<file path="config.mk">
export PLATFORM = sky130hd
export DESIGN_NAME = gsm_septet_unpacker_unit
export DESIGN_NICKNAME = d
export VERILOG_FILES = /design/src/hdl/gsu_pkg.sv /design/src/hdl/gsm_septet_unpacker_unit.sv
export SDC_FILE = /design/constraint.sdc
export NUM_CORES = 1
export LEC_CHECK = 0
export BUFFER_PORTS_ARGS = -buffer_cell sky130_fd_sc_hd__buf_2
export CORE_MARGIN = 2
export CORE_UTILIZATION = 65
export DETAILED_ROUTE_END_ITERATION = 7
export HOLD_SLACK_MARGIN = 0.12
export PLACE_DENSITY = 0.93
export SYNTH_ARGS = -nofsm -noshare
export SYNTH_HDL_FRONTEND = slang
export SYNTH_SLANG_ARGS = --single-unit
</file>
<file path="constraint.sdc">
create_clock -name clock -period 12.15 [get_ports clock]
set_input_delay 0 -clock clock [delete_from_list [all_inputs] [get_ports clock]]
set_output_delay 0 -clock clock [all_outputs]
set_load 0.005 [all_outputs]
</file>
<file path="src/hdl/gsu_pkg.sv">
// ----------------------------------------------------------------------------
// GSM septet unpacker package
// Shared types and the default-alphabet translation table.
// ----------------------------------------------------------------------------
package gsu_pkg;

   // One result item: a Latin-1 character, or the terminator flagged last.
   typedef struct packed {
      logic [7:0] character;
      logic       last;
   } result_type;

   // Reset value of the character limit register.
   localparam logic [7:0] MAX_CHARS_RESET = 8'd160;

   // Results that one accepted item can cause at most.
   localparam int unsigned MAX_RESULTS = 3;

   // Last position within a group of seven octets.
   localparam logic [2:0] LAST_PHASE = 3'd6;

   // GSM default alphabet to Latin-1. Codes with no Latin-1 form give '?'.
   localparam logic [7:0] SEPTET_ROM [128] = '{
      8'h40, 8'hA3, 8'h24, 8'hA5, 8'hE8, 8'hE9, 8'hF9, 8'hEC,
      8'hF2, 8'hC7, 8'h0A, 8'hD8, 8'hF8, 8'h0D, 8'hC5, 8'hE5,
      8'h3F, 8'h5F, 8'h3F, 8'h3F, 8'h3F, 8'h3F, 8'h3F, 8'h3F,
      8'h3F, 8'h3F, 8'h3F, 8'h3F, 8'hC6, 8'hE6, 8'hDF, 8'hC9,
      8'h20, 8'h21, 8'h22, 8'h23, 8'hA4, 8'h25, 8'h26, 8'h27,
      8'h28, 8'h29, 8'h2A, 8'h2B, 8'h2C, 8'h2D, 8'h2E, 8'h2F,
      8'h30, 8'h31, 8'h32, 8'h33, 8'h34, 8'h35, 8'h36, 8'h37,
      8'h38, 8'h39, 8'h3A, 8'h3B, 8'h3C, 8'h3D, 8'h3E, 8'h3F,
      8'hA1, 8'h41, 8'h42, 8'h43, 8'h44, 8'h45, 8'h46, 8'h47,
      8'h48, 8'h49, 8'h4A, 8'h4B, 8'h4C, 8'h4D, 8'h4E, 8'h4F,
      8'h50, 8'h51, 8'h52, 8'h53, 8'h54, 8'h55, 8'h56, 8'h57,
      8'h58, 8'h59, 8'h5A, 8'hC4, 8'hD6, 8'hD1, 8'hDC, 8'hA7,
      8'hBF, 8'h61, 8'h62, 8'h63, 8'h64, 8'h65, 8'h66, 8'h67,
      8'h68, 8'h69, 8'h6A, 8'h6B, 8'h6C, 8'h6D, 8'h6E, 8'h6F,
      8'h70, 8'h71, 8'h72, 8'h73, 8'h74, 8'h75, 8'h76, 8'h77,
      8'h78, 8'h79, 8'h7A, 8'hE4, 8'hF6, 8'hF1, 8'hFC, 8'hE0
   };

endpackage

</file>
<file path="src/hdl/gsm_septet_unpacker_unit.sv">
// ----------------------------------------------------------------------------
// GSM septet unpacker
// Turns a 7-bit packed SMS user-data stream into Latin-1 characters.
// ----------------------------------------------------------------------------
// Usage:
// The req channel carries one item per octet. An item with req_is_header set
// gives the septet count of a new message; this count is capped at the value
// in the csr register (160 after reset). Each following octet yields one
// character on the rsp channel, and every seventh octet of a group yields a
// second one from the carried bits. When the count is used up a NUL item with
// rsp_last set ends the message, and further octets are dropped until the
// next header. A header with a count of zero gives the NUL item alone.
// Results of an accepted item are registered in the queue. An item is taken in
// every cycle while the result queue has room for three results; the rsp side
// drains one result per cycle unless the receiver stalls, so the sustained
// rate is set by the number of results, eight per seven octets in a long message.
// When the receiver stalls, results wait in the eight-entry queue and
// req_stall rises once fewer than three entries are free.
// Reset is synchronous: it empties the queue, makes the block idle and sets
// the limit back to 160. Users write the csr register only while idle, unenforced.
// ----------------------------------------------------------------------------
module gsm_septet_unpacker_unit
   import gsu_pkg::*;
(
   input  logic       clock,
   input  logic       reset,
   // Input items
   input  logic       req_valid,
   output logic       req_stall,
   input  logic [7:0] req_octet,
   input  logic       req_is_header,
   // Result items
   output logic       rsp_valid,
   input  logic       rsp_stall,
   output logic [7:0] rsp_character,
   output logic       rsp_last,
   // Character limit register
   input  logic       csr_valid,
   output logic       csr_ready,
   input  logic [7:0] csr_data
);

   // Decoder state.
   logic [7:0] max_chars_ff, max_chars_in;
   logic [6:0] carry_ff, carry_in;
   logic [2:0] phase_ff, phase_in;
   logic [7:0] left_ff, left_in;
   logic       active_ff, active_in;

   // Result queue: eight entries, one read place, up to three writes per item.
   result_type queue_ff [8];
   logic [2:0] wr_ptr_ff, wr_ptr_in;
   logic [2:0] rd_ptr_ff, rd_ptr_in;
   logic [3:0] count_ff, count_in;

   logic       req_accept;
   logic       rsp_accept;
   result_type res [MAX_RESULTS];
   logic [1:0] n_res;

   // Combinational decode of one item.
   logic [7:0]  cnt;
   logic [13:0] shifted;
   logic [6:0]  sept_a;
   logic [6:0]  carry_new;
   logic [7:0]  left_a;
   logic [7:0]  left_b;

   assign req_accept = req_valid && !req_stall;
   assign rsp_accept = rsp_valid && !rsp_stall;

   // Room for a full burst of three results must be there before an item is taken.
   assign req_stall = (count_ff > 4'd5);
   assign csr_ready = 1'b1;

   assign rsp_valid     = (count_ff != 4'd0);
   assign rsp_character = queue_ff[rd_ptr_ff].character;
   assign rsp_last      = queue_ff[rd_ptr_ff].last;

   always_comb begin
      cnt       = (req_octet < max_chars_ff) ? req_octet : max_chars_ff;
      shifted   = {6'd0, req_octet} << phase_ff;
      // New bits sit above the carried ones; the bits pushed past seven carry on.
      sept_a    = shifted[6:0] | carry_ff;
      carry_new = shifted[13:7];
      left_a    = left_ff - 8'd1;
      left_b    = left_a - 8'd1;

      carry_in  = carry_ff;
      phase_in  = phase_ff;
      left_in   = left_ff;
      active_in = active_ff;
      n_res     = 2'd0;
      for (int i = 0; i < MAX_RESULTS; i++) begin
         res[i] = '0;
      end

      if (req_accept) begin
         if (req_is_header) begin
            carry_in = 7'd0;
            phase_in = 3'd0;
            left_in  = cnt;
            if (cnt == 8'd0) begin
               active_in = 1'b0;
               res[0]    = '{character: 8'd0, last: 1'b1};
               n_res     = 2'd1;
            end else begin
               active_in = 1'b1;
            end
         end else if (active_ff) begin
            res[0]   = '{character: SEPTET_ROM[sept_a], last: 1'b0};
            n_res    = 2'd1;
            left_in  = left_a;
            carry_in = carry_new;
            phase_in = phase_ff + 3'd1;
            if (left_a == 8'd0) begin
               // Count used up: the terminator follows at once.
               res[1]    = '{character: 8'd0, last: 1'b1};
               n_res     = 2'd2;
               active_in = 1'b0;
            end
            if (phase_ff == LAST_PHASE) begin
               // End of a group: the carried bits form an eighth septet.
               if (left_a != 8'd0) begin
                  res[1]  = '{character: SEPTET_ROM[carry_new], last: 1'b0};
                  n_res   = 2'd2;
                  left_in = left_b;
                  if (left_b == 8'd0) begin
                     res[2]    = '{character: 8'd0, last: 1'b1};
                     n_res     = 2'd3;
                     active_in = 1'b0;
                  end
               end
               carry_in = 7'd0;
               phase_in = 3'd0;
            end
         end
      end

      max_chars_in = (csr_valid && csr_ready) ? csr_data : max_chars_ff;
      wr_ptr_in    = wr_ptr_ff + {1'b0, n_res};
      rd_ptr_in    = rd_ptr_ff + {2'd0, rsp_accept};
      count_in     = count_ff + {2'd0, n_res} - {3'd0, rsp_accept};
   end

   always_ff @(posedge clock) begin
      if (reset) begin
         max_chars_ff <= MAX_CHARS_RESET;
         carry_ff     <= 7'd0;
         phase_ff     <= 3'd0;
         left_ff      <= 8'd0;
         active_ff    <= 1'b0;
         wr_ptr_ff    <= 3'd0;
         rd_ptr_ff    <= 3'd0;
         count_ff     <= 4'd0;
      end else begin
         max_chars_ff <= max_chars_in;
         carry_ff     <= carry_in;
         phase_ff     <= phase_in;
         left_ff      <= left_in;
         active_ff    <= active_in;
         wr_ptr_ff    <= wr_ptr_in;
         rd_ptr_ff    <= rd_ptr_in;
         count_ff     <= count_in;
      end
   end

   // Queue payload needs no reset.
   always_ff @(posedge clock) begin
      for (int i = 0; i < MAX_RESULTS; i++) begin
         if (i < int'(n_res)) begin
            queue_ff[wr_ptr_ff + 3'(i)] <= res[i];
         end
      end
   end

endmodule

</file>
[Yosys cells after proc, flatten, opt, wreduce, memory -nomap -nowiden]
Memories as Yosys holds them, arrays and structs flattened. A register that Yosys moved wholly into a read port is not among the register bits.
Index checks and enable logic that the tools add are counted.
Operators by class
  shift operators: 1
  reduce and logical (&&, ||, !) cells: 11
  $lt $le $gt $ge: 7
  add/subtract/negate cells: 9
  mux-type cells: 46
  bitwise logic cells: 3
  equality and inequality tests: 1
Operators with widths (number)
  $mux W8: 9
  $mux W18: 3
  $mux W27: 2
  $logic_not A8 Y1: 3
  $mux W7: 3
  $mux W1: 18
  $ge A8 B8 Y1 const B: 2
  $not A7 Y8: 2
  $sub A8 B1 Y8 const B: 2
  $shl A8 B3 Y14: 1
  $mux W2: 6
  $mux W3: 4
  $mux W9: 1
  $lt A8 B8 Y1: 1
  $reduce_bool A8 Y1: 1
  $or A7 B7 Y7: 1
  $add A3 B1 Y3 const B: 2
  $add A4 B2 Y4: 1
  $gt A4 B3 Y1 const B: 1
  $lt A1 B2 Y1 const A: 2
  $reduce_bool A4 Y1: 1
  $sub A4 B1 Y4: 1
  $add A3 B1 Y3: 1
  $add A3 B2 Y3: 1
  other kinds (7): 9
Word-level totals
  bits in read-only memories: 2048
  bits in registers: 37
  input port bits: 22
  bits in writable memories: 72
  output and inout port bits: 12
  memories kept: 3
Memories
  (name not given): words 128, width 8, rd ports 1, clocked after Yosys merged registers in 0, wr ports 0, RTL line gsm_septet_unpacker_unit.sv:125  | res[1] = '{character: SEPTET_ROM[carry_new], last: 1'b0};
  (name not given): words 128, width 8, rd ports 1, clocked after Yosys merged registers in 0, wr ports 0, RTL line gsm_septet_unpacker_unit.sv:111  | res[0] = '{character: SEPTET_ROM[sept_a], last: 1'b0};
  queue_ff: words 8, width 9, rd ports 1, clocked after Yosys merged registers in 1, wr ports 3, RTL line gsm_septet_unpacker_unit.sv:51  | result_type queue_ff [8];

[Longest topological paths before layout]
  depth after elaboration: 12
  depth in mapped cells: 20
  mapped depth without buffers: 16

[Worst setup path before layout]
No wires, ideal clock.
  path type: register to register
  from: reg left_ff[0]
  to: reg count_ff[2]
  path slack: 8.308 ns
  arrival time: 3.715 ns
  stages on the path, launching flop included: 20
  path through: dfxtp_1 > buf_2 > inv_1 > ha_1 > buf_2 > or2_2 > a211oi_1 > or2_2 > nand4_1 > nor3b_2 > o21ai_0 > buf_2 > a31o_2 > ha_1 > inv_1 > ha_1 > inv_1 > fa_1 > xor2_1 > nor2_1
Between the ends
  cells in the longest elaborated chain, start to end: 11
  elaborated cells between the ends (all ways): 14
Ends and longest elaborated chain
  start: declaration: RTL line gsm_septet_unpacker_unit.sv:47  | logic [7:0] left_ff, left_in;
  start signal: assignment: RTL line gsm_septet_unpacker_unit.sv:160  | left_ff <= left_in;
  $sub A8 B1 Y8 (*): RTL line gsm_septet_unpacker_unit.sv:86  | left_a = left_ff - 8'd1;
  $sub A8 B1 Y8: RTL line gsm_septet_unpacker_unit.sv:87  | left_b = left_a - 8'd1;
  $logic_not A8 Y1: RTL line gsm_septet_unpacker_unit.sv:128  | if (left_b == 8'd0) begin
  $mux W1: RTL line gsm_septet_unpacker_unit.sv:128
  $mux W2: RTL line gsm_septet_unpacker_unit.sv:124  | if (left_a != 8'd0) begin
  $mux W2 (*): RTL line gsm_septet_unpacker_unit.sv:122  | if (phase_ff == LAST_PHASE) begin
  $mux W2 (*): RTL line gsm_septet_unpacker_unit.sv:110  | end else if (active_ff) begin
  $mux W2 (*): RTL line gsm_septet_unpacker_unit.sv:99  | if (req_is_header) begin
  $mux W2 (*): RTL line gsm_septet_unpacker_unit.sv:98  | if (req_accept) begin
  $add A4 B2 Y4 (*): RTL line gsm_septet_unpacker_unit.sv:143  | count_in = count_ff + {2'd0, n_res} - {3'd0, rsp_accept};
  $sub A4 B1 Y4 (*): RTL line gsm_septet_unpacker_unit.sv:143
  end signal: assignment: RTL line gsm_septet_unpacker_unit.sv:164  | count_ff <= count_in;
  end: declaration: RTL line gsm_septet_unpacker_unit.sv:54  | logic [3:0] count_ff, count_in;
Every way passes the cells marked *; elsewhere a longest branch is shown, timed or not.
A chain may end at the register's enable or synchronous reset.

==> qor.txt <==
Core area = 13,240 um2
Startpoint Class = register
Initial Util = 66.43%
Most frequent cell after synthesis = nor2_1
Hold path start = reset
Final std cells w/o fill = 1,258
CTS sink count = 109
Design Power = 1.159 mW
Worst skew pair latency = 0.36 ns
R2R Setup Slk = 7.53 ns
Setup CP Type = reg2reg
Layout Nets = 1,134
Vias per cell = 7.398
Prevailing post-synth register cell = dfxtp_1
Critical Path End Type = register
Setup violations, final = 0
Top-area cell type share of the netlist area = 22.98%
FFs w/ async S/R, synth = 0%
Place WS = 7.696 ns
Synthesized area per cell = 8.086 um2
Largest net degree at the start of global routing = 36
IO Count = 34
Area delta synth->final = 6.073%
Crit path launch = phase_ff[0]
Register area share after synthesis = 25.71%
TritonCTS Buffers = 9
Reg clk slew, reported paths = 0.08 ns
Number of I/O port buffers = 32
Layout cell share with drive strength beyond 1 = 12.30%
Max-cap viol count = 0
CP Max Fanout = 22
Root Buffer = clkbuf_16
Final Max Slew Viols = 0
Slew HR = 19.83%
Failing checks = DRC
HPWL after detailed placement = 18.79 mm
Register bit total from synthesis = 109
Worst vdd ir = 144.2 uV
Final ANT Viol Nets = 0
Fin Setup TNS = 0 ns
Synth area leader = dfxtp_1
Final WS setup = 7.530 ns
Max frequency = 0.2165 GHz
Via count of the first global-routing pass = 8,418
CTS H-tree lvls = 3
DRC viols = 4
Status = complete, but fails checks
Post-Syn Nets = 1,146
CP Data Arrival Time = 4.89 ns
DR iter-0 viols = 1,893
GRT overflow = 0
Top cells by area, synth = dfxtp_1 23%, mux4_2 6.1%, nor2_1 5.1%
Via count = 9,307
CTS tree = built
CTS Buffer Depth = 2
Clock Skews = 0.01171 ns
Number of synthesis warnings = 0
Rows = 42
Cell area after synthesis = 8797 um2
Hold Crit Class = in2reg
RePlAce Congestion = 0.9976
Slew of the pin with the lowest slew margin = 1.195 ns
Post-Synthesis Cells = 1,088
Distinct cells, synth = 91
Die height = 120.3 um
Initial antenna violation count = 1
Post-synth EDFFs = 8
Unrepaired setup endpoints after global routing = no
Hold Fails Final Rpt = 0
Leak = 3.472 nW
First-pass GRT wire length = 43.75 mm
Tcrit/Tclk final = 38.02%
Routed Wire Length = 27.56 mm
Resized cells post-CTS = 0
Placed Cells incl. Taps = 1,223
Critical Path RT = 12.42 ns
Power per cell area = 124.2 nW/um2
Die ar. = 14,480 um2
Final min period = 4.620 ns
Top cells by count, synth = 120 x nor2_1, 101 x dfxtp_1, 82 x a21oi_1
All-Layer GR Usage = 37.59%
Routed wire length per instance = 21.91 um
First-pass DRT Iterations = 8
Chip Width = 120.3 um
Fill cell count = 1,055
Critical R2R Launch = phase_ff[0]
-- layout make-up --
class | instances | area (um2) | share of cell area [%]
tap | 176 | 220.2 | 2.360
timing repair buffer | 56 | 385.4 | 4.130
clock buffer | 9 | 225.2 | 2.414
sequential | 109 | 2262 | 24.24
clock inverter | 7 | 68.82 | 0.7375
multi-input combinational | 858 | 6010 | 64.40
antenna | 1 | 2.502 | 0.02682
inverter | 42 | 157.7 | 1.689
-- metrics by stage --
step                      area (um2)  utilization [%]  hold slack, ns
after CTS                       9329            70.45          0.1608
after global placement          8855            66.87          0.2188
after detailed placement        8855            66.87          0.2212
after global routing            9331            70.46          0.2060
final                           9331            70.46          0.1574
after floorplan                 8797                -          0.1262
-- per-layer routing --
metal  track usage, %  routed length, um  vias up
li1                 -                  -     4089
met1            50.74              10430     4246
met2            58.38              12090      828
met3            8.019               3686      144
met4            16.21               1353        0
met5                0                  0        -
-- where the power goes --
group | leakage [nW] | internal (mW) | switching (mW)
Clock | 0.138 | 0.145 | 0.152
Sequential | 0.905 | 0.398 | 0.0344
Combinational | 2.43 | 0.187 | 0.242
Total | 3.47 | 0.730 | 0.429
-- cell usage in the layout (no fill, tap or decap), types with 32 or more instances in the layout --
cell type	n
inv_1	39
nand2_1	76
nand3_1	48
nor2_1	120
ha_1	34
dfxtp_1	101
a21oi_1	82
buf_2	32
o21ai_0	67
nor3_1	37
-- flip-flops by register name, summed over array words and instances, names as in the netlist --
signal / cells
active_ff: 1
carry_ff: 7
count_ff: 4
left_ff: 8
max_chars_ff: 8
phase_ff: 3
queue_ff: 72
rd_ptr_ff: 3
wr_ptr_ff: 3
-- path summary, 6_finish.rpt --
kind	cells after the start	endpoint
max	9	queue_ff[5][2]
min	2	count_ff[2]
max reg2reg	9	queue_ff[5][2]
min reg2reg	2	queue_ff[0][4]
-- cells by family after synthesis --
kind of cell	share of synthesized area, %
simple gates	21.50
compound gates	29.11
buf+inv	6.130
flops	25.71
mux	10.10
fa+ha+maj	5.291
xor+xnor	2.105
other cells	0.04263
-- worst max-delay path, stage by stage, from the launching register on --
cell and delay [ns]:
dfxtp_1 0.88, mux4_2 0.66, a22oi_1 0.82, inv_1 0.48, nor2_4 0.29, mux2i_1 0.20
a211oi_1 0.09, o32ai_1 0.46, nand2_1 0.30, a221oi_1 0.34
-- timing repair --
action	4_1_cts	5_1_grt
setup endpoints to repair	0	0
hold buffers	18	0
setup buffers	0	0
endpoints found under the hold margin	8	0
Power figures use the tool's default switching activity.
